[src/rtl/core/config_text_lexer_macros.svh]
// ---------------------------------------------------------------------------
// Config text lexer assertion macros
// Shared concurrent assertion forms, clocked on clk_i and quiet in reset.
// ---------------------------------------------------------------------------
`ifndef CONFIG_TEXT_LEXER_MACROS_SVH
`define CONFIG_TEXT_LEXER_MACROS_SVH

// Property that must hold at every edge out of reset
`define CFL_ASSERT(label, expr, msg) \
  label: assert property (@(posedge clk_i) disable iff (!rst_ni) (expr)) else $error(msg);

// Property that must follow a trigger (non-overlapping implication)
`define CFL_ASSERT_NEXT(label, trig, expr, msg) \
  label: assert property (@(posedge clk_i) disable iff (!rst_ni) (trig) |=> (expr)) \
    else $error(msg);

`endif

[src/rtl/core/cfl_pkg.sv]
`timescale 1ns / 1ps
`default_nettype none
// ---------------------------------------------------------------------------
// Config text lexer package
// Lexer modes, token kinds, character constants and character classes.
// ---------------------------------------------------------------------------
package cfl_pkg;

  // Lexer mode between bytes
  typedef enum logic [3:0] {
    MODE_IDLE,
    MODE_LIST,
    MODE_CMD_WS,
    MODE_CMD_BODY,
    MODE_COMMENT,
    MODE_DASH_FIRST,
    MODE_DASH_WS,
    MODE_LIT_FIRST,
    MODE_LITERAL,
    MODE_HEX,
    MODE_IDENT,
    MODE_ZERO,
    MODE_DIGIT
  } lex_mode_e;

  // Reported token kinds
  typedef enum logic [3:0] {
    TOK_UNKNOWN,
    TOK_END,
    TOK_OPEN,
    TOK_CLOSE,
    TOK_PLUS,
    TOK_NEGATE,
    TOK_LIST,
    TOK_CMD,
    TOK_COMMENT,
    TOK_PASS,
    TOK_HEX,
    TOK_LITERAL,
    TOK_IDENT,
    TOK_DIGIT
  } tok_kind_e;

  // Control state carried between bytes
  typedef struct packed {
    lex_mode_e mode;
    logic      escape;
  } lex_ctrl_t;

  localparam logic [7:0] CH_NUL    = 8'h00;
  localparam logic [7:0] CH_TAB    = 8'h09;
  localparam logic [7:0] CH_LF     = 8'h0A;
  localparam logic [7:0] CH_VT     = 8'h0B;
  localparam logic [7:0] CH_FF     = 8'h0C;
  localparam logic [7:0] CH_CR     = 8'h0D;
  localparam logic [7:0] CH_SPACE  = 8'h20;
  localparam logic [7:0] CH_BANG   = 8'h21;
  localparam logic [7:0] CH_HASH   = 8'h23;
  localparam logic [7:0] CH_PLUS   = 8'h2B;
  localparam logic [7:0] CH_DASH   = 8'h2D;
  localparam logic [7:0] CH_DOT    = 8'h2E;
  localparam logic [7:0] CH_ZERO   = 8'h30;
  localparam logic [7:0] CH_NINE   = 8'h39;
  localparam logic [7:0] CH_COLON  = 8'h3A;
  localparam logic [7:0] CH_GT     = 8'h3E;
  localparam logic [7:0] CH_UP_A   = 8'h41;
  localparam logic [7:0] CH_UP_F   = 8'h46;
  localparam logic [7:0] CH_UP_X   = 8'h58;
  localparam logic [7:0] CH_UP_Z   = 8'h5A;
  localparam logic [7:0] CH_LBRACK = 8'h5B;
  localparam logic [7:0] CH_BSLASH = 8'h5C;
  localparam logic [7:0] CH_RBRACK = 8'h5D;
  localparam logic [7:0] CH_LO_A   = 8'h61;
  localparam logic [7:0] CH_LO_F   = 8'h66;
  localparam logic [7:0] CH_LO_X   = 8'h78;
  localparam logic [7:0] CH_LO_Z   = 8'h7A;
  localparam logic [7:0] CH_LBRACE = 8'h7B;
  localparam logic [7:0] CH_RBRACE = 8'h7D;

  function automatic logic is_eol(input logic [7:0] c);
    return (c == CH_LF) || (c == CH_CR);
  endfunction

  function automatic logic is_ws(input logic [7:0] c);
    return (c == CH_SPACE) || (c == CH_TAB) || (c == CH_VT) || (c == CH_FF) || is_eol(c);
  endfunction

  function automatic logic is_alpha(input logic [7:0] c);
    return ((c >= CH_LO_A) && (c <= CH_LO_Z)) || ((c >= CH_UP_A) && (c <= CH_UP_Z));
  endfunction

  function automatic logic is_num(input logic [7:0] c);
    return (c >= CH_ZERO) && (c <= CH_NINE);
  endfunction

  function automatic logic is_alnum(input logic [7:0] c);
    return is_alpha(c) || is_num(c);
  endfunction

  function automatic logic is_hex(input logic [7:0] c);
    return is_num(c) || ((c >= CH_LO_A) && (c <= CH_LO_F)) ||
           ((c >= CH_UP_A) && (c <= CH_UP_F));
  endfunction

  function automatic logic is_x(input logic [7:0] c);
    return (c == CH_LO_X) || (c == CH_UP_X);
  endfunction

endpackage
`default_nettype wire

[src/rtl/core/cfl_byte_if.sv]
`timescale 1ns / 1ps
`default_nettype none
// ---------------------------------------------------------------------------
// Text byte channel
// Valid/ready channel carrying one text byte per beat.
// ---------------------------------------------------------------------------
interface cfl_byte_if;
  logic       valid;
  logic       ready;
  logic [7:0] text_byte;

  modport source (output valid, output text_byte, input ready);
  modport sink (input valid, input text_byte, output ready);
endinterface
`default_nettype wire

[src/rtl/core/cfl_token_if.sv]
`timescale 1ns / 1ps
`default_nettype none
// ---------------------------------------------------------------------------
// Token channel
// Valid/ready channel carrying one lexed token per beat.
// ---------------------------------------------------------------------------
interface cfl_token_if #(
  parameter int OFFSET_BITS = 24,
  parameter int LINE_BITS   = 20
);
  logic                   valid;
  logic                   ready;
  logic [3:0]             token_kind;
  logic [OFFSET_BITS-1:0] token_start;
  logic [OFFSET_BITS-1:0] token_length;
  logic [LINE_BITS-1:0]   line_number;
  logic                   last_of_run;

  modport source (
    output valid, output token_kind, output token_start, output token_length,
    output line_number, output last_of_run, input ready
  );
  modport sink (
    input valid, input token_kind, input token_start, input token_length,
    input line_number, input last_of_run, output ready
  );
endinterface
`default_nettype wire

[src/rtl/core/cfl_lex_step.sv]
`timescale 1ns / 1ps
`default_nettype none
// ---------------------------------------------------------------------------
// Lexer step
// Next lexer state and up to two tokens for one registered text byte.
// ---------------------------------------------------------------------------
module cfl_lex_step #(
  parameter int OFFSET_BITS = 24,
  parameter int LINE_BITS   = 20
) (
  input  logic [7:0]             byte_i,
  input  cfl_pkg::lex_ctrl_t     ctrl_i,
  input  logic [OFFSET_BITS-1:0] byte_offset_i,
  input  logic [OFFSET_BITS-1:0] start_offset_i,
  input  logic [LINE_BITS-1:0]   line_count_i,
  output cfl_pkg::lex_ctrl_t     ctrl_o,
  output logic [OFFSET_BITS-1:0] byte_offset_o,
  output logic [OFFSET_BITS-1:0] start_offset_o,
  output logic [LINE_BITS-1:0]   line_count_o,
  output logic [1:0]             res_n_o,
  output logic [3:0]             r0_kind_o,
  output logic [OFFSET_BITS-1:0] r0_start_o,
  output logic [OFFSET_BITS-1:0] r0_len_o,
  output logic [3:0]             r1_kind_o,
  output logic [OFFSET_BITS-1:0] r1_start_o,
  output logic [OFFSET_BITS-1:0] r1_len_o
);

  logic [OFFSET_BITS-1:0] upto_len;
  logic [OFFSET_BITS-1:0] next_offset;

  // Idle-mode decode of the byte
  logic                   idle_emit;
  cfl_pkg::tok_kind_e     idle_kind;
  cfl_pkg::lex_mode_e     idle_mode;
  logic [OFFSET_BITS-1:0] idle_start;
  logic                   idle_end;

  // Token left pending by the current mode
  logic                   pend_emit;
  cfl_pkg::tok_kind_e     pend_kind;
  logic [OFFSET_BITS-1:0] pend_start;
  logic [OFFSET_BITS-1:0] pend_len;
  logic                   go_idle;
  cfl_pkg::lex_mode_e     mode_d;
  logic                   esc_d;
  logic [OFFSET_BITS-1:0] start_d;
  logic                   line_inc;
  logic                   stream_end;

  assign upto_len    = byte_offset_i - start_offset_i;
  assign next_offset = byte_offset_i + OFFSET_BITS'(1);

  // Byte seen between tokens
  always_comb begin
    idle_emit  = 1'b0;
    idle_kind  = cfl_pkg::TOK_UNKNOWN;
    idle_mode  = cfl_pkg::MODE_IDLE;
    idle_start = start_offset_i;
    idle_end   = 1'b0;
    if (byte_i == cfl_pkg::CH_NUL) begin
      idle_emit = 1'b1;
      idle_kind = cfl_pkg::TOK_END;
      idle_end  = 1'b1;
    end else if (cfl_pkg::is_ws(byte_i)) begin
      idle_emit = 1'b0;
    end else if (byte_i == cfl_pkg::CH_LBRACE) begin
      idle_emit = 1'b1;
      idle_kind = cfl_pkg::TOK_OPEN;
    end else if (byte_i == cfl_pkg::CH_RBRACE) begin
      idle_emit = 1'b1;
      idle_kind = cfl_pkg::TOK_CLOSE;
    end else if (byte_i == cfl_pkg::CH_PLUS) begin
      idle_emit = 1'b1;
      idle_kind = cfl_pkg::TOK_PLUS;
    end else if (byte_i == cfl_pkg::CH_BANG) begin
      idle_emit = 1'b1;
      idle_kind = cfl_pkg::TOK_NEGATE;
    end else if (byte_i == cfl_pkg::CH_LBRACK) begin
      idle_start = next_offset;
      idle_mode  = cfl_pkg::MODE_LIST;
    end else if (byte_i == cfl_pkg::CH_COLON) begin
      idle_mode = cfl_pkg::MODE_CMD_WS;
    end else if (byte_i == cfl_pkg::CH_HASH) begin
      idle_start = next_offset;
      idle_mode  = cfl_pkg::MODE_COMMENT;
    end else if (byte_i == cfl_pkg::CH_DASH) begin
      idle_start = byte_offset_i;
      idle_mode  = cfl_pkg::MODE_DASH_FIRST;
    end else if (cfl_pkg::is_alpha(byte_i)) begin
      idle_start = byte_offset_i;
      idle_mode  = cfl_pkg::MODE_IDENT;
    end else if (byte_i == cfl_pkg::CH_ZERO) begin
      idle_start = byte_offset_i;
      idle_mode  = cfl_pkg::MODE_ZERO;
    end else if (cfl_pkg::is_num(byte_i)) begin
      idle_start = byte_offset_i;
      idle_mode  = cfl_pkg::MODE_DIGIT;
    end else begin
      idle_emit = 1'b1;
      idle_kind = cfl_pkg::TOK_UNKNOWN;
    end
  end

  // Mode update and pending token
  always_comb begin
    pend_emit  = 1'b0;
    pend_kind  = cfl_pkg::TOK_UNKNOWN;
    pend_start = start_offset_i;
    pend_len   = upto_len;
    go_idle    = 1'b0;
    mode_d     = ctrl_i.mode;
    esc_d      = ctrl_i.escape;
    start_d    = start_offset_i;
    line_inc   = 1'b0;
    case (ctrl_i.mode)
      cfl_pkg::MODE_LIST: begin
        if (byte_i == cfl_pkg::CH_RBRACK) begin
          pend_emit = 1'b1;
          pend_kind = cfl_pkg::TOK_LIST;
          mode_d    = cfl_pkg::MODE_IDLE;
        end else if (byte_i == cfl_pkg::CH_NUL) begin
          pend_emit = 1'b1;
          pend_kind = cfl_pkg::TOK_LIST;
          go_idle   = 1'b1;
        end
      end
      cfl_pkg::MODE_COMMENT: begin
        if ((byte_i == cfl_pkg::CH_NUL) || cfl_pkg::is_eol(byte_i)) begin
          pend_emit = 1'b1;
          pend_kind = cfl_pkg::TOK_COMMENT;
          go_idle   = 1'b1;
        end
      end
      cfl_pkg::MODE_CMD_WS: begin
        if (byte_i == cfl_pkg::CH_NUL) begin
          // empty command at the end of the stream
          pend_emit  = 1'b1;
          pend_kind  = cfl_pkg::TOK_CMD;
          pend_start = byte_offset_i;
          pend_len   = '0;
          go_idle    = 1'b1;
        end else if (cfl_pkg::is_ws(byte_i)) begin
          line_inc = cfl_pkg::is_eol(byte_i);
        end else begin
          // first body byte: never a line end here
          start_d = byte_offset_i;
          mode_d  = cfl_pkg::MODE_CMD_BODY;
          esc_d   = (byte_i == cfl_pkg::CH_BSLASH);
        end
      end
      cfl_pkg::MODE_CMD_BODY: begin
        if (ctrl_i.escape) begin
          esc_d = 1'b0;
          if (byte_i == cfl_pkg::CH_NUL) begin
            pend_emit = 1'b1;
            pend_kind = cfl_pkg::TOK_CMD;
            go_idle   = 1'b1;
          end else begin
            line_inc = cfl_pkg::is_eol(byte_i);
          end
        end else if ((byte_i == cfl_pkg::CH_NUL) || cfl_pkg::is_eol(byte_i)) begin
          pend_emit = 1'b1;
          pend_kind = cfl_pkg::TOK_CMD;
          go_idle   = 1'b1;
        end else if (byte_i == cfl_pkg::CH_BSLASH) begin
          esc_d = 1'b1;
        end
      end
      cfl_pkg::MODE_DASH_FIRST, cfl_pkg::MODE_DASH_WS: begin
        if ((ctrl_i.mode == cfl_pkg::MODE_DASH_FIRST) && (byte_i == cfl_pkg::CH_NUL)) begin
          pend_emit = 1'b1;
          pend_kind = cfl_pkg::TOK_UNKNOWN;
          pend_len  = OFFSET_BITS'(1);
          go_idle   = 1'b1;
        end else if ((ctrl_i.mode == cfl_pkg::MODE_DASH_FIRST) &&
                     (byte_i == cfl_pkg::CH_GT)) begin
          pend_emit = 1'b1;
          pend_kind = cfl_pkg::TOK_PASS;
          pend_len  = OFFSET_BITS'(2);
          mode_d    = cfl_pkg::MODE_IDLE;
        end else if (cfl_pkg::is_ws(byte_i)) begin
          line_inc = cfl_pkg::is_eol(byte_i);
          mode_d   = cfl_pkg::MODE_DASH_WS;
        end else if (cfl_pkg::is_alnum(byte_i)) begin
          start_d = byte_offset_i;
          mode_d  = cfl_pkg::MODE_LIT_FIRST;
        end else begin
          // dash without a word: unknown at this byte, then relex it
          pend_emit  = 1'b1;
          pend_kind  = cfl_pkg::TOK_UNKNOWN;
          pend_start = byte_offset_i;
          pend_len   = OFFSET_BITS'(1);
          go_idle    = 1'b1;
        end
      end
      cfl_pkg::MODE_LIT_FIRST: begin
        if (cfl_pkg::is_x(byte_i)) begin
          mode_d = cfl_pkg::MODE_HEX;
        end else if (cfl_pkg::is_alnum(byte_i)) begin
          mode_d = cfl_pkg::MODE_LITERAL;
        end else begin
          pend_emit = 1'b1;
          pend_kind = cfl_pkg::TOK_LITERAL;
          go_idle   = 1'b1;
        end
      end
      cfl_pkg::MODE_LITERAL: begin
        if (!cfl_pkg::is_alnum(byte_i)) begin
          pend_emit = 1'b1;
          pend_kind = cfl_pkg::TOK_LITERAL;
          go_idle   = 1'b1;
        end
      end
      cfl_pkg::MODE_HEX: begin
        if (!cfl_pkg::is_hex(byte_i)) begin
          pend_emit = 1'b1;
          pend_kind = cfl_pkg::TOK_HEX;
          go_idle   = 1'b1;
        end
      end
      cfl_pkg::MODE_IDENT: begin
        if (!cfl_pkg::is_alnum(byte_i)) begin
          pend_emit = 1'b1;
          pend_kind = cfl_pkg::TOK_IDENT;
          go_idle   = 1'b1;
        end
      end
      cfl_pkg::MODE_ZERO: begin
        if (cfl_pkg::is_x(byte_i)) begin
          mode_d = cfl_pkg::MODE_HEX;
        end else if (cfl_pkg::is_num(byte_i) || (byte_i == cfl_pkg::CH_DOT)) begin
          mode_d = cfl_pkg::MODE_DIGIT;
        end else begin
          pend_emit = 1'b1;
          pend_kind = cfl_pkg::TOK_DIGIT;
          go_idle   = 1'b1;
        end
      end
      cfl_pkg::MODE_DIGIT: begin
        if (!(cfl_pkg::is_num(byte_i) || (byte_i == cfl_pkg::CH_DOT))) begin
          pend_emit = 1'b1;
          pend_kind = cfl_pkg::TOK_DIGIT;
          go_idle   = 1'b1;
        end
      end
      default: begin
        go_idle = 1'b1;
      end
    endcase

    // byte relexed as if between tokens
    if (go_idle) begin
      mode_d   = idle_mode;
      esc_d    = 1'b0;
      start_d  = idle_start;
      line_inc = cfl_pkg::is_eol(byte_i);
    end
    stream_end = go_idle && idle_end;
  end

  // Results: pending token first, then the idle token
  always_comb begin
    res_n_o    = {1'b0, pend_emit} + {1'b0, go_idle && idle_emit};
    r1_kind_o  = idle_kind;
    r1_start_o = byte_offset_i;
    r1_len_o   = OFFSET_BITS'(1);
    if (pend_emit) begin
      r0_kind_o  = pend_kind;
      r0_start_o = pend_start;
      r0_len_o   = pend_len;
    end else begin
      r0_kind_o  = idle_kind;
      r0_start_o = byte_offset_i;
      r0_len_o   = OFFSET_BITS'(1);
    end
  end

  // Next state; end of stream returns everything to reset values
  always_comb begin
    if (stream_end) begin
      ctrl_o.mode    = cfl_pkg::MODE_IDLE;
      ctrl_o.escape  = 1'b0;
      byte_offset_o  = '0;
      start_offset_o = '0;
      line_count_o   = '0;
    end else begin
      ctrl_o.mode    = mode_d;
      ctrl_o.escape  = esc_d;
      byte_offset_o  = next_offset;
      start_offset_o = start_d;
      line_count_o   = line_count_i + LINE_BITS'(line_inc);
    end
  end

endmodule
`default_nettype wire

[src/rtl/core/cfl_res_fifo.sv]
`timescale 1ns / 1ps
`default_nettype none
// ---------------------------------------------------------------------------
// Result queue
// Small register queue taking up to two tokens per cycle, giving one.
// ---------------------------------------------------------------------------
module cfl_res_fifo #(
  parameter int WIDTH = 74,
  parameter int DEPTH = 4
) (
  input  logic                       clk_i,
  input  logic                       rst_ni,
  input  logic [1:0]                 push_n_i,
  input  logic [WIDTH-1:0]           wdata0_i,
  input  logic [WIDTH-1:0]           wdata1_i,
  input  logic                       pop_i,
  output logic [WIDTH-1:0]           rdata_o,
  output logic [$clog2(DEPTH+1)-1:0] level_o
);

  localparam int PTR_W = $clog2(DEPTH);
  localparam int LVL_W = $clog2(DEPTH + 1);

  logic [WIDTH-1:0] mem_q [DEPTH];
  logic [PTR_W-1:0] wr_ptr_q, wr_ptr_d;
  logic [PTR_W-1:0] rd_ptr_q, rd_ptr_d;
  logic [LVL_W-1:0] level_q, level_d;
  logic [PTR_W-1:0] wr_ptr_nx;

  assign wr_ptr_nx = wr_ptr_q + PTR_W'(1);
  assign rdata_o   = mem_q[rd_ptr_q];
  assign level_o   = level_q;

  // Pointer and fill level update
  always_comb begin
    wr_ptr_d = wr_ptr_q + PTR_W'(push_n_i);
    rd_ptr_d = rd_ptr_q + PTR_W'(pop_i);
    level_d  = level_q + LVL_W'(push_n_i) - LVL_W'(pop_i);
  end

  always_ff @(posedge clk_i or negedge rst_ni) begin
    if (!rst_ni) begin
      wr_ptr_q <= '0;
      rd_ptr_q <= '0;
      level_q  <= '0;
    end else begin
      wr_ptr_q <= wr_ptr_d;
      rd_ptr_q <= rd_ptr_d;
      level_q  <= level_d;
    end
  end

  // Entry storage
  always_ff @(posedge clk_i) begin
    if (push_n_i != 2'd0) begin
      mem_q[wr_ptr_q] <= wdata0_i;
    end
    if (push_n_i == 2'd2) begin
      mem_q[wr_ptr_nx] <= wdata1_i;
    end
  end

endmodule
`default_nettype wire

[src/rtl/core/config_text_lexer.sv]
`timescale 1ns / 1ps
`default_nettype none
`include "config_text_lexer_macros.svh"
// Path: a byte is registered at its accepting edge and lexed once the result queue has
//   room for two tokens; its tokens are written into the four-entry result queue.
// Throughput: one byte per cycle while the queue has room for two; a byte that ends
//   one token and starts another gives two output beats, taken one per ready cycle.
// Reset: rst_ni clears mode, offsets, line counter and the queue at once;
//   a zero byte (end of stream) returns the lexer state to the same values.
// ---------------------------------------------------------------------------
// Config text lexer
// Streaming tokeniser for a small configuration language, one byte per beat.
// ---------------------------------------------------------------------------
module config_text_lexer #(
  parameter int OFFSET_BITS = 24,
  parameter int LINE_BITS   = 20
) (
  input  logic        clk_i,
  input  logic        rst_ni,
  cfl_byte_if.sink    byte_i,
  cfl_token_if.source token_o
);

  localparam int RES_DEPTH = 4;
  localparam int LVL_W     = $clog2(RES_DEPTH + 1);
  localparam int RES_W     = 4 + 2 * OFFSET_BITS + LINE_BITS + 1;

  // Input register
  logic [7:0] byte_q;
  logic       in_valid_q;
  logic       proceed;

  // Lexer state
  cfl_pkg::lex_ctrl_t     ctrl_q, ctrl_d;
  logic [OFFSET_BITS-1:0] byte_offset_q, byte_offset_d;
  logic [OFFSET_BITS-1:0] start_offset_q, start_offset_d;
  logic [LINE_BITS-1:0]   line_q, line_d;

  // Step results
  logic [1:0]             res_n;
  logic [3:0]             r0_kind, r1_kind;
  logic [OFFSET_BITS-1:0] r0_start, r0_len, r1_start, r1_len;
  logic [1:0]             push_n;
  logic [RES_W-1:0]       wdata0, wdata1, rdata;
  logic [LVL_W-1:0]       level;
  logic                   pop;

  // Work on the held byte when the queue has room for two tokens
  assign proceed      = in_valid_q && (level <= LVL_W'(RES_DEPTH - 2));
  assign byte_i.ready = !in_valid_q || proceed;

  always_ff @(posedge clk_i or negedge rst_ni) begin
    if (!rst_ni) begin
      in_valid_q <= 1'b0;
    end else if (byte_i.valid && byte_i.ready) begin
      in_valid_q <= 1'b1;
    end else if (proceed) begin
      in_valid_q <= 1'b0;
    end
  end

  always_ff @(posedge clk_i) begin
    if (byte_i.valid && byte_i.ready) begin
      byte_q <= byte_i.text_byte;
    end
  end

  cfl_lex_step #(
    .OFFSET_BITS (OFFSET_BITS),
    .LINE_BITS   (LINE_BITS)
  ) u_step (
    .byte_i         (byte_q),
    .ctrl_i         (ctrl_q),
    .byte_offset_i  (byte_offset_q),
    .start_offset_i (start_offset_q),
    .line_count_i   (line_q),
    .ctrl_o         (ctrl_d),
    .byte_offset_o  (byte_offset_d),
    .start_offset_o (start_offset_d),
    .line_count_o   (line_d),
    .res_n_o        (res_n),
    .r0_kind_o      (r0_kind),
    .r0_start_o     (r0_start),
    .r0_len_o       (r0_len),
    .r1_kind_o      (r1_kind),
    .r1_start_o     (r1_start),
    .r1_len_o       (r1_len)
  );

  // Lexer state register
  always_ff @(posedge clk_i or negedge rst_ni) begin
    if (!rst_ni) begin
      ctrl_q.mode    <= cfl_pkg::MODE_IDLE;
      ctrl_q.escape  <= 1'b0;
      byte_offset_q  <= '0;
      start_offset_q <= '0;
      line_q         <= '0;
    end else if (proceed) begin
      ctrl_q         <= ctrl_d;
      byte_offset_q  <= byte_offset_d;
      start_offset_q <= start_offset_d;
      line_q         <= line_d;
    end
  end

  // Token packing; the last token of a byte carries the run flag
  assign push_n = proceed ? res_n : 2'd0;
  assign wdata0 = {r0_kind, r0_start, r0_len, line_q, (res_n == 2'd1)};
  assign wdata1 = {r1_kind, r1_start, r1_len, line_q, 1'b1};

  assign pop = token_o.valid && token_o.ready;

  cfl_res_fifo #(
    .WIDTH (RES_W),
    .DEPTH (RES_DEPTH)
  ) u_queue (
    .clk_i    (clk_i),
    .rst_ni   (rst_ni),
    .push_n_i (push_n),
    .wdata0_i (wdata0),
    .wdata1_i (wdata1),
    .pop_i    (pop),
    .rdata_o  (rdata),
    .level_o  (level)
  );

  assign token_o.valid = (level != '0);
  assign {token_o.token_kind, token_o.token_start, token_o.token_length,
          token_o.line_number, token_o.last_of_run} = rdata;

  // Checks
  `CFL_ASSERT(a_queue_bound, level <= LVL_W'(RES_DEPTH), "result queue overfilled")
  `CFL_ASSERT(a_end_gives_token, !(proceed && (byte_q == cfl_pkg::CH_NUL)) || (res_n != 2'd0),
              "end of stream gave no token")
  `CFL_ASSERT_NEXT(a_end_clears, proceed && (byte_q == cfl_pkg::CH_NUL),
                   (byte_offset_q == '0) && (line_q == '0) &&
                   (ctrl_q.mode == cfl_pkg::MODE_IDLE),
                   "lexer state not cleared after end of stream")
  `CFL_ASSERT_NEXT(a_offset_step, proceed && (byte_q != cfl_pkg::CH_NUL),
                   byte_offset_q == OFFSET_BITS'($past(byte_offset_q) + OFFSET_BITS'(1)),
                   "byte offset did not advance by one")

endmodule
`default_nettype wire

[src/flat_wrapper.sv]
// flat-port wrapper written by rule: the top's interface ports become plain ports
module config_text_lexer_flat 
#(
  parameter int OFFSET_BITS = 24,
  parameter int LINE_BITS   = 20
)
  (clk_i, rst_ni, byte_i_valid, byte_i_text_byte, byte_i_ready, token_o_valid, token_o_token_kind, token_o_token_start, token_o_token_length, token_o_line_number, token_o_last_of_run, token_o_ready);
  cfl_byte_if byte_i_i ();
  cfl_token_if #(.OFFSET_BITS(OFFSET_BITS), .LINE_BITS(LINE_BITS)) token_o_i ();
  input  logic clk_i;
  input  logic rst_ni;
  input wire logic [$bits(byte_i_i.valid)-1:0] byte_i_valid;
  input wire logic [$bits(byte_i_i.text_byte)-1:0] byte_i_text_byte;
  output wire logic [$bits(byte_i_i.ready)-1:0] byte_i_ready;
  output wire logic [$bits(token_o_i.valid)-1:0] token_o_valid;
  output wire logic [$bits(token_o_i.token_kind)-1:0] token_o_token_kind;
  output wire logic [$bits(token_o_i.token_start)-1:0] token_o_token_start;
  output wire logic [$bits(token_o_i.token_length)-1:0] token_o_token_length;
  output wire logic [$bits(token_o_i.line_number)-1:0] token_o_line_number;
  output wire logic [$bits(token_o_i.last_of_run)-1:0] token_o_last_of_run;
  input wire logic [$bits(token_o_i.ready)-1:0] token_o_ready;
  assign byte_i_i.valid = byte_i_valid;
  assign byte_i_i.text_byte = byte_i_text_byte;
  assign byte_i_ready = byte_i_i.ready;
  assign token_o_valid = token_o_i.valid;
  assign token_o_token_kind = token_o_i.token_kind;
  assign token_o_token_start = token_o_i.token_start;
  assign token_o_token_length = token_o_i.token_length;
  assign token_o_line_number = token_o_i.line_number;
  assign token_o_last_of_run = token_o_i.last_of_run;
  assign token_o_i.ready = token_o_ready;
  config_text_lexer #(.OFFSET_BITS(OFFSET_BITS), .LINE_BITS(LINE_BITS)) u_core (.clk_i(clk_i), .rst_ni(rst_ni), .byte_i(byte_i_i), .token_o(token_o_i));
endmodule
[config.mk]
export PLATFORM = sky130hd
export DESIGN_NAME = config_text_lexer_flat
export DESIGN_NICKNAME = d
export VERILOG_FILES = /design/src/rtl/core/cfl_pkg.sv /design/src/rtl/core/cfl_byte_if.sv /design/src/rtl/core/cfl_token_if.sv /design/src/rtl/core/cfl_lex_step.sv /design/src/rtl/core/cfl_res_fifo.sv /design/src/rtl/core/config_text_lexer.sv /design/src/flat_wrapper.sv
export VERILOG_INCLUDE_DIRS = /design/src /design/src/rtl/core
export SDC_FILE = /design/constraint.sdc
export NUM_CORES = 1
export LEC_CHECK = 0
export ABC_AREA = 1
export BUFFER_PORTS_ARGS = -buffer_cell sky130_fd_sc_hd__buf_2
export CORE_ASPECT_RATIO = 1.2
export CORE_UTILIZATION = 46
export CTS_BUF_LIST = sky130_fd_sc_hd__clkbuf_16
export CTS_CLUSTER_SIZE = 25
export DETAILED_ROUTE_END_ITERATION = 8
export PLACE_DENSITY = 0.64
export SYNTH_ARGS = -nofsm -noshare
export SYNTH_HDL_FRONTEND = slang
export SYNTH_SLANG_ARGS = --single-unit
[constraint.sdc]
create_clock -name clk_i -period 7.66 [get_ports clk_i]
set_input_delay 0.766 -clock clk_i [delete_from_list [all_inputs] [get_ports clk_i]]
set_output_delay 0.766 -clock clk_i [all_outputs]
set_load 0.01 [all_outputs]
==> results of run 1 <==
-- registers in the layout (all words and copies together) (netlist names) --
register and flops:
u_core.start_offset_q 24, u_core.in_valid_q 1, u_core.u_queue.wr_ptr_q 2, u_core.u_queue.rd_ptr_q 2, u_core.line_q 20, u_core.u_queue.level_o 3
u_core.u_queue.mem_q 292, u_core.byte_q 8, u_core.byte_offset_q 24, u_core.ctrl_q 5
-- cells by family (layout without fill, tap and decap cells) --
group | Yosys count | count (layout) | synth area share [%]
AOI/OAI and AO/OA | 473 | 473 | 12.5
xor gates and xnor gates | 46 | 46 | 1.89
adders and majority gates | 34 | 34 | 2.07
buffers and inverters | 352 | 379 | 6.49
DFF | 381 | 381 | 47.0
and+or+nand+nor | 1561 | 1561 | 30.1
-- path summary, 6_finish.rpt --
kind,start,end,slack (ns),cells past startpoint
worst max-delay path,u_core.byte_q[3]$_DFFE_PP_,u_core.u_queue.mem_q[3][34]$_SDFFE_PP0N_,2.14,18
worst min-delay path,rst_ni,u_core.ctrl_q[0]$_DFFE_PN0P_,0.17,1
worst max register to register,u_core.byte_q[3]$_DFFE_PP_,u_core.u_queue.mem_q[3][34]$_SDFFE_PP0N_,2.14,18
worst min register to register,u_core.u_queue.mem_q[2][25]$_SDFFE_PP0N_,u_core.u_queue.mem_q[2][25]$_SDFFE_PP0N_,0.45,2
max in group asynchronous,rst_ni,u_core.start_offset_q[13]$_DFFE_PN0P_,6.38,2
min in group clk_i,byte_i_text_byte[3],u_core.byte_q[3]$_DFFE_PP_,0.38,1
-- power breakdown --
group,leakage (nW),switching (mW),internal (mW)
clock,0.674,0.835,1.10
combinational,5.63,3.44,1.33
sequential,3.76,0.323,2.68
total,10.1,4.60,5.11
-- critical path: cells and delay by family, from the launching register on --
family                   cells  cell delay, ns
adder cells (fa/ha/maj)      1            0.26
buffers and inverters        7            2.65
flip-flops                   1            0.50
AO/OA/AOI/OAI                1            0.10
AND/OR/NAND/NOR              9            1.85
-- layout make-up --
class	instances	area, µm²	area share (%)
tap	609	762	3.26
multi-input combinational	2114	9950	42.6
clock buffer	42	1050	4.50
clock inverter	33	234	1.00
timing repair buffer	121	696	2.98
sequential	381	10000	42.8
inverter	183	689	2.95
-- per-layer routing --
| layer | track usage (%) | part of all wire, % |
|---|---|---|
| met5 | 0 | 0 |
| met2 | 47.0 | 47 |
| met4 | 11.5 | 3.3 |
| met3 | 4.02 | 7.6 |
| met1 | 39.0 | 42 |
-- synth_stat cells, types with 28 or more instances --
| cell | count |
|---|---|
| o211ai_1 | 32 |
| dfrtp_1 | 81 |
| inv_1 | 171 |
| nand2_1 | 895 |
| nor2_1 | 361 |
| dfxtp_1 | 104 |
| o21ai_0 | 236 |
| clkbuf_1 | 145 |
| xor2_1 | 34 |
| a21oi_1 | 44 |
| nor3_1 | 28 |
| nand3_1 | 215 |
| edfxtp_1 | 196 |
| o21ai_1 | 28 |
| ha_1 | 32 |
| o22ai_1 | 106 |
-- per-stage QoR --
step                std cells  hold WS, ns  cell area [µm²]
finish                   3483        0.172            23400
global route             3483        0.190            23400
CTS                      3483        0.168            23400
detailed placement       3408        0.434            22100
global placement         3408        0.431            22100
floorplan                2847        0.421            21300
==> metrics.txt, run 1 <==
status finished, final reports clean; Starting Density between 40% and 50%; largest net degree at the start of global routing 87; first-pass GRT wire length 105000 µm; Final Hold Fails 0; die height between 200 and 250 µm; Detail Route Antenna Nets 0; post-route minimum period around 5.5 ns; predominant post-synthesis flop cell edfxtp_1; Cell variety after synth 46; Worst VDD drop 0.207 mV; Min-Delay Path Class primary input to async pin; clock transition at the registers of the reported paths ~0.060 ns; CTS H-Tree Depth 2; Clock Root Buffer clkbuf_16; Design Power about 9.7 mW; full die area between 40000 and 50000 µm²; CTS resizes 0; GR Util All Layers just under 30%; synth-to-layout area growth 9.93%; CTS tree built; syn_nets 2893; Routed WL roughly 70000 µm; Setup Total Neg Slack 0 ns; top post-synthesis cells by area edfxtp_1, nand2_1, dfxtp_1; GRT Residual Overflow 0; commonest non-fill, non-tap cells in the layout nand2_1, nor2_1, o21ai_0, nand3_1, edfxtp_1; worst setup margin between 2 and 2.5 ns; final RePlAce weighted congestion 0.933; vias in the first global route between 15000 and 20000; CP Capture Type flop; final clock skew around 0.025 ns; Slew @ Worst Pin 1.16 ns; register area share after synthesis around 47%; ys async rst share approximately a fifth; Post-Syn Area per Cell between 7 and 8 µm²; clock buffer count from CTS slightly above 40; hold_buf cts 0; post-DR vias/cell roughly 5.7; slowest CP cell clkinv_1; CP dominant cell by count nand2_1; Pleak between 10 and 15 nW; antenna violations before repair 0; port buffer count 86; pwr/cell area about 420 nW/µm²; share of the synthesized area in the top cell type around 28%; Seq cells post-synth 381; Yosys warning count 0; drt pass-1 iters 6; Final period util 72.1%; Avg WL per Cell 19.6 µm; Fill cells around 4400; # rows 85; Startpoint Class flop; commonest non-fill, non-tap cell in the layout nand2_1; Syn Inst Count between 2000 and 3000; clk_lat worst skew ~0.57 ns; DR iter-0 viols about 1800; CP arrival between 5 and 6 ns; Worst slew margin roughly 22%; Die Wd 198 µm; DRC 0; Mapped Area 21300 µm²; ratio of cells with drive above 1 in the final layout 7.79%; leading area contributor after synthesis edfxtp_1; RSZ-0062 raised after global routing no; Setup violations, final 0; final max-slew violation count 0; Ant. Diodes 0; Worst EP required 8.10 ns; Setup Crit Path Kind flop to flop; io pins 87; critical path cell sequence nand2_1 > nor2_1 > nand2_1 > buf_4 > clkinv_1 > nor4_1 > inv_1 > nor4_1 > ha_1 > o21ai_0 > buf_4 > nor2_4 > inv_1 > nand2_2 > clkinv_1 > buf_4 > nand2_1 > nand2_1; number of synthesized flops with an enable pin slightly below 200; NumNets Final about 2900; CP peak stage delay slightly below 0.9 ns; Vias between 15000 and 20000; Core Box Area roughly 45000 µm²; clk buf depth 3; postcts setup bufs 0; max capacitance violation total 0; Final Util 51.7%; post-DP HPWL approximately 44000 µm; Peak Freq approximately 0.18 GHz; Sink Count roughly 380; Place WS 2.33 ns; Crit Path Max Fanout 33
(Power assumes the default switching activity.)
==> run 2: changes to the inputs <==
--- a/config.mk
+++ b/config.mk
@@ -6,7 +6,7 @@
 export SDC_FILE = /design/constraint.sdc
 export NUM_CORES = 1
 export LEC_CHECK = 0
-export ABC_AREA = 1
+export ABC_AREA = 0
 export BUFFER_PORTS_ARGS = -buffer_cell sky130_fd_sc_hd__buf_2
 export CORE_ASPECT_RATIO = 1.2
 export CORE_UTILIZATION = 46
==> constraint.sdc (replaced) <==
create_clock -name clk_i -period 5.6 [get_ports clk_i]
set_input_delay 0.56 -clock clk_i [delete_from_list [all_inputs] [get_ports clk_i]]
set_output_delay 0.56 -clock clk_i [all_outputs]
set_load 0.01 [all_outputs]
==> run 2 against run 1 <==
  * Design area fell by 6.9%
  * Count of clock-buffer cells in the layout stayed put
  * Combinational power shrank 8.0%
  * Largest power group unchanged
  * Clock skew fell by 0.0073 ns
==> metrics.txt, run 2 <==
CTS resizes 0; top-count cell post-synth edfxtp_1; Final period util between 90% and 100%; Startpoint Class flop; post-DR vias/cell about 6.1; Min-Delay Path Class primary input to flop; Setup crit end u_core.u_queue.mem_q[1][59]$_DFFE_PP_; Post-Place Cells ~2300; Peak Freq 0.194 GHz; # rows 82; clock transition at the registers of the reported paths 0.06 ns; Post-Syn Area per Cell 11.4 µm²; R2R Path Start u_core.byte_q[3]$_DFFE_PP_; predominant post-synthesis flop cell edfxtp_1; share of the synthesized area in the top cell type around 30%; vias in the first global route around 14000; Avg WL per Cell 22.4 µm; leading area contributor after synthesis edfxtp_1; CP peak stage delay ~0.77 ns; Post-synth top cells edfxtp_1, nand2_1, a22o_1; postcts setup bufs 0; Routed WL approximately 52000 µm; CTS tree built; Setup violations, final 0; Slew @ Worst Pin roughly 1.1 ns; status finished, final reports clean; DR iter-0 viols approximately 1200; Pleak between 8 and 9 nW; Worst slew margin roughly 29%; Final Hold Fails 0; io pins 87; syn_nets between 1500 and 2000; combinational power share 39.8%; Starting Density between 40% and 50%; post-route minimum period 5.15 ns; CP dominant cell by count nand2b_1; Cell variety after synth 94; final max-slew violation count 0; Yosys warning count 0; Sw Ratio between 30% and 40%; max capacitance violation total 0; NetSw about 4.4 mW; pwr/cell area slightly above 500 nW/µm²; number of synthesized flops with an enable pin a little under 200; max reg flops 292; Seq cells post-synth ~380; Ant. Diodes 0; slowest CP cell inv_2; sequential share of power 36.5%; final RePlAce weighted congestion about 0.93; Setup Crit Path Kind flop to flop; Mapped Area 19600 µm²; Top reg by flops u_core.u_queue.mem_q; CTS H-Tree Depth 2; NumNets Final between 1500 and 2000; commonest non-fill, non-tap cells in the layout edfxtp_1, nand2_1, a22o_1, o21ai_0, dfxtp_1; final cell count without fillers between 2000 and 2500; Core Box Area ~42000 µm²; clock share of power 23.7%; total internal power ~6.7 mW; critical path cell sequence or4_1 > nor2_4 > o31ai_4 > nand2b_1 > or4_1 > nor2_1 > ha_1 > o21ai_0 > nand2b_1 > nand2b_1 > and2_1 > inv_2 > buf_4; r2r endpoint u_core.u_queue.mem_q[1][59]$_DFFE_PP_; synth-to-layout area growth 11.1%; Clock Root Buffer clkbuf_16; CP arrival 5.41 ns; cell depth of the worst flop-to-flop path 13; largest net degree at the start of global routing 57; clock buffer count from CTS 40; Syn Inst Count ~1700; clk_lat worst skew 0.57 ns; post-DP HPWL between 30000 and 40000 µm; biggest regs u_core.u_queue.mem_q: 292 flops, u_core.byte_offset_q: 24 flops, u_core.start_offset_q: 24 flops; Sink Count 381; Crit Path Max Fanout between 40 and 50; Setup Total Neg Slack 0 ns; GR Util All Layers around a quarter; Fill cells ~3600; Vias roughly 14000; final clock skew approximately 0.017 ns; register area share after synthesis about half; full die area 43400 µm²; GRT Residual Overflow 0; DRC 0; Detail Route Antenna Nets 0; RSZ-0062 raised after global routing no; die height about 230 µm; antenna violations before repair 0; drt pass-1 iters 5; CP startpoint u_core.byte_q[3]$_DFFE_PP_; commonest non-fill, non-tap cell in the layout edfxtp_1; Worst VDD drop around 0.34 mV; port buffer count 86; first-pass GRT wire length just over 80000 µm; ratio of cells with drive above 1 in the final layout a little under a fifth; top post-synthesis cells by area edfxtp_1, dfxtp_1, dfrtp_1; CP Capture Type flop; clk buf depth 3; Die Wd roughly 190 µm; Reg2Reg Setup Slack between 0.4 and 0.5 ns; Worst EP required 5.86 ns; ys async rst share approximately a fifth
[run 2: changes by cell type after synthesis, sizes merged, moves of 26 or more]
cell    change
o21ai     -132
nor2      -302
clkbuf     -61
and2       +52
o22ai      -82
mux4       +73
buf        +26
o211ai     -27
nand2     -744
o31ai      +37
nand3     -179
a22o      +132
nor2b      +45
inv       -120
[run 2: logic make-up (layout without fill, tap and decap cells)]
logic type	count (synthesis)	after routing	share of synthesized area, %
AOI/OAI and AO/OA	486	486	17.7
xor gates and xnor gates	29	29	1.30
adders and majority gates	34	34	2.25
buffers and inverters	188	258	4.21
DFF	381	381	51.0
muxes	102	102	10.0
and+or+nand+nor	498	498	13.5
[run 2: final cells by class]
type | count | area (µm²) | area share (%)
clock inverters | 31 | 225 | 1.03
inverters | 54 | 203 | 0.931
flip-flops and latches | 381 | 10000 | 46.0
multi-input cells | 1149 | 8800 | 40.4
clock buffers | 42 | 1050 | 4.83
repair buffers | 131 | 798 | 3.67
well taps | 546 | 683 | 3.14
[run 2: critical path, delay by kind of cell, from the launching register on]
kind,cells,cell delay (ns)
compound gates,2,0.37
fa+ha+maj,1,0.28
buf+inv,2,1.14
flops,1,0.67
simple gates,8,2.36
[run 2: worst min-delay path by stage]
stage	slack [ns]	cells after the start	start	to
2_1_floorplan	0.26	0	rst_ni	u_core.byte_offset_q[0]$_DFFE_PN0P_
5_1_grt	0.15	1	byte_i_text_byte[5]	u_core.byte_q[5]$_DFFE_PP_
4_1_cts	0.14	1	byte_i_text_byte[7]	u_core.byte_q[7]$_DFFE_PP_
3_3_place_gp	0.43	2	u_core.u_queue.mem_q[3][41]$_SDFFE_PP0N_	u_core.u_queue.mem_q[3][41]$_SDFFE_PP0N_
6_report	0.17	1	byte_i_text_byte[5]	u_core.byte_q[5]$_DFFE_PP_
3_5_place_dp	0.44	2	u_core.u_queue.mem_q[1][30]$_SDFFE_PP0N_	u_core.u_queue.mem_q[1][30]$_SDFFE_PP0N_
[run 2: layer usage]
metal	up-vias	GRT usage, %	wire length, µm
li1	6595	-	-
met1	7110	29.8	21300
met2	430	42.0	26600
met3	114	4.02	2550
met4	0	9.58	1920
met5	-	0	0
[run 2: stage by stage]
stage | setup slack [ns] | util, % | total power, mW | hold slack [ns] | instance area (µm²)
global route | 0.203 | 52.0 | 11.6 | 0.149 | 21800
CTS | 0.490 | 52.0 | 11.1 | 0.140 | 21800
detailed placement | 0.516 | 48.9 | 8.45 | 0.437 | 20500
floorplan | 0.0587 | - | 7.03 | 0.264 | 19600
finish | 0.449 | 52.0 | 11.0 | 0.168 | 21800
global placement | 0.671 | 48.9 | 8.39 | 0.428 | 20500
[run 2: timing repair]
item | 4_1_cts | 5_1_grt
hold buffers | 1 | 0
setup endpoints to repair | 0 | 0
endpoints found under the hold margin | 30 | 0
[run 2: power by group through the flow]
stage                     Sequential (mW)  Combinational, mW  Clock (mW)
after floorplan                      3.73               3.30           0
after global placement               4.05               4.34           0
after detailed placement             4.08               4.37           0
after CTS                            4.02               4.39        2.65
after global routing                 4.10               4.73        2.74
final                                4.03               4.39        2.61
==> run 3: changes to the inputs <==
--- a/config.mk
+++ b/config.mk
@@ -9,11 +9,12 @@
 export ABC_AREA = 0
 export BUFFER_PORTS_ARGS = -buffer_cell sky130_fd_sc_hd__buf_2
 export CORE_ASPECT_RATIO = 1.2
-export CORE_UTILIZATION = 46
+export CORE_UTILIZATION = 42
 export CTS_BUF_LIST = sky130_fd_sc_hd__clkbuf_16
 export CTS_CLUSTER_SIZE = 25
 export DETAILED_ROUTE_END_ITERATION = 8
-export PLACE_DENSITY = 0.64
+export PLACE_DENSITY = 0.6
+export REMOVE_ABC_BUFFERS = 1
 export SYNTH_ARGS = -nofsm -noshare
 export SYNTH_HDL_FRONTEND = slang
 export SYNTH_SLANG_ARGS = --single-unit
==> run 3 against run 2 <==
  * The run now ends with negative hold slack left
  * Clock skew is 0.011 ns higher
  * Sequential share of layout area hardly changed
  * Sequential power hardly changed
  * Largest cell class unchanged
  * Core utilization is 4.7 points lower
==> metrics.txt, run 3 (same netlist as run 2, synthesis figures left out) <==
Final Hold Fails 5; pwr/cell area 504 nW/µm²; # rows 86; CP bufs+invs 1; critical path cell sequence or4_1 > nor2_4 > o31ai_4 > nand2b_1 > or4_1 > nor2_1 > ha_1 > nand2_1 > nor3_1 > nand2b_1 > and2_1 > buf_4 > a21oi_4 > a22o_1; io pins 87; max capacitance violation total 0; drt pass-1 iters 5; CP top delay family simple AND/OR/NAND/NOR gates; CTS tree built; NumNets Final roughly 1800; Avg WL per Cell 22.5 µm; Pleak 8.00 nW; die height ~240 µm; Clock Root Buffer clkbuf_16; RSZ-0062 raised after global routing no; CTS resizes 0; final max-slew violation count 0; Worst EP required 6.01 ns; CP peak stage delay approximately 0.80 ns; commonest non-fill, non-tap cell in the layout edfxtp_1; post-DP HPWL ~35000 µm; first-pass GRT wire length around 82000 µm; DR iter-0 viols 1125; Worst slew margin ~28%; GR Util All Layers approximately 23%; postcts setup bufs 0; Routed WL between 50000 and 60000 µm; max reg flops just under 300; Post-Place Cells around 2300; Peak Freq 0.189 GHz; worst setup margin about 0.32 ns; post-DR vias/cell just under 6; CP Capture Type flop; GRT Residual Overflow 0; DRC 0; clock buffer count from CTS 39; CP arrival 5.69 ns; post-route minimum period 5.28 ns; Starting Density 42.6%; Top reg by flops u_core.u_queue.mem_q; Fill cells around 4200; ratio of cells with drive above 1 in the final layout 18.0%; port buffer count between 80 and 90; Setup violations, final 0; synth-to-layout area growth 10.9%; commonest non-fill, non-tap cells in the layout edfxtp_1, nand2_1, a22o_1, o21ai_0, dfxtp_1; Die Wd approximately 200 µm; R2R Path Start u_core.byte_q[3]$_DFFE_PP_; Startpoint Class flop; hold slack -0.00651 ns; Detail Route Antenna Nets 0; biggest regs u_core.u_queue.mem_q: 292 flops, u_core.byte_offset_q: 24 flops, u_core.start_offset_q: 24 flops; Min-Delay Path Class primary input to async pin; hold_buf cts 0; status finished with violations; Slew @ Worst Pin 1.08 ns; full die area between 40000 and 50000 µm²; Worst VDD drop around 0.24 mV; Core Box Area roughly 46000 µm²; vias in the first global route roughly 14000; Ant. Diodes 0; CTS H-Tree Depth 2; final clock skew between 0.02 and 0.03 ns; Crit Path Max Fanout 24; Vias about 14000; slowest CP cell a21oi_4; Sink Count about 380; clk_lat worst skew slightly below 0.6 ns; final cell count without fillers ~2400; largest net degree at the start of global routing 57; antenna violations before repair 0; CP startpoint u_core.byte_q[3]$_DFFE_PP_; clock transition at the registers of the reported paths around 0.060 ns; Setup Crit Path Kind flop to flop; final RePlAce weighted congestion ~0.9; clk buf depth 3; failing checks negative hold slack; Final period util a little over nine tenths; Place WS approximately 0.45 ns; Design Power between 10 and 15 mW
==> run 3: cell types whose count changed in the layout (fill, tap and decap cells not counted) <==
cell / previous run / this run
inv_16: 1 / 0
inv_1: 58 / 61
inv_4: 1 / 0
dlygate4sd3_1: 1 / 0
buf_12: 2 / 1
buf_4: 43 / 44
clkinv_4: 1 / 0
clkinvlp_4: 1 / 2
inv_2: 8 / 7
clkinv_1: 5 / 6
inv_6: 2 / 3
bufinv_16: 2 / 1
clkbuf_16: 42 / 40
==> run 3: worst reg2reg max path, cell delays in order, from the launching register on <==
cell      delay, ns
edfxtp_1       0.67
or4_1          0.71
nor2_4         0.19
o31ai_4        0.12
nand2b_1       0.19
or4_1          0.52
nor2_1         0.12
ha_1           0.30
nand2_1        0.20
nor3_1         0.27
nand2b_1       0.27
and2_1         0.29
buf_4          0.21
a21oi_4        0.81
a22o_1         0.27
==> run 3: final timing paths <==
path	cells past startpoint	slack [ns]	to
max	14	0.32	u_core.u_queue.mem_q[1][54]$_DFFE_PP_
min	1	-0.007	u_core.u_queue.rd_ptr_q[0]$_DFF_PN0_
max reg2reg	14	0.32	u_core.u_queue.mem_q[1][54]$_DFFE_PP_
min reg2reg	2	0.45	u_core.u_queue.mem_q[2][31]$_SDFFE_PP0N_
max in group asynchronous	2	4.56	u_core.byte_offset_q[8]$_DFFE_PN0P_
min in group clk_i	1	0.18	u_core.byte_q[6]$_DFFE_PP_
==> run 3: final cells by class <==
cell class	instances	area [µm²]	area share, %
inverters	54	203	0.932
clock buffers	40	1000	4.60
repair buffers	130	776	3.57
well taps	616	771	3.55
flip-flops and latches	381	10000	46.0
clock inverters	32	188	0.863
multi-input cells	1149	8800	40.5
==> run 3: stage by stage <==
| step | cell area [µm²] | TNS [ns] | hold WS, ns | utilization (%) |
|---|---|---|---|---|
| after global placement | 20500 | 0 | 0.430 | 44.7 |
| final | 21700 | 0 | -0.00651 | 47.3 |
| after floorplan | 19000 | -182.21 | 0.264 | - |
| after detailed placement | 20500 | 0 | 0.440 | 44.7 |
| after CTS | 21700 | 0 | 0.00424 | 47.3 |
| after global routing | 21700 | 0 | 0.0230 | 47.3 |
==> run 3: routing by layer <==
layer | up-vias | routed length (µm) | global-route usage, %
met5 | - | 0 | 0
met4 | 0 | 1830 | 9.11
met3 | 85 | 2980 | 3.44
met2 | 403 | 26800 | 38.4
met1 | 7151 | 22500 | 29.8
li1 | 6597 | - | -
==> run 3: power by group <==
group	internal [mW]	switching, mW
combinational	1.68	2.76
clock	1.35	1.12
sequential	3.51	0.543
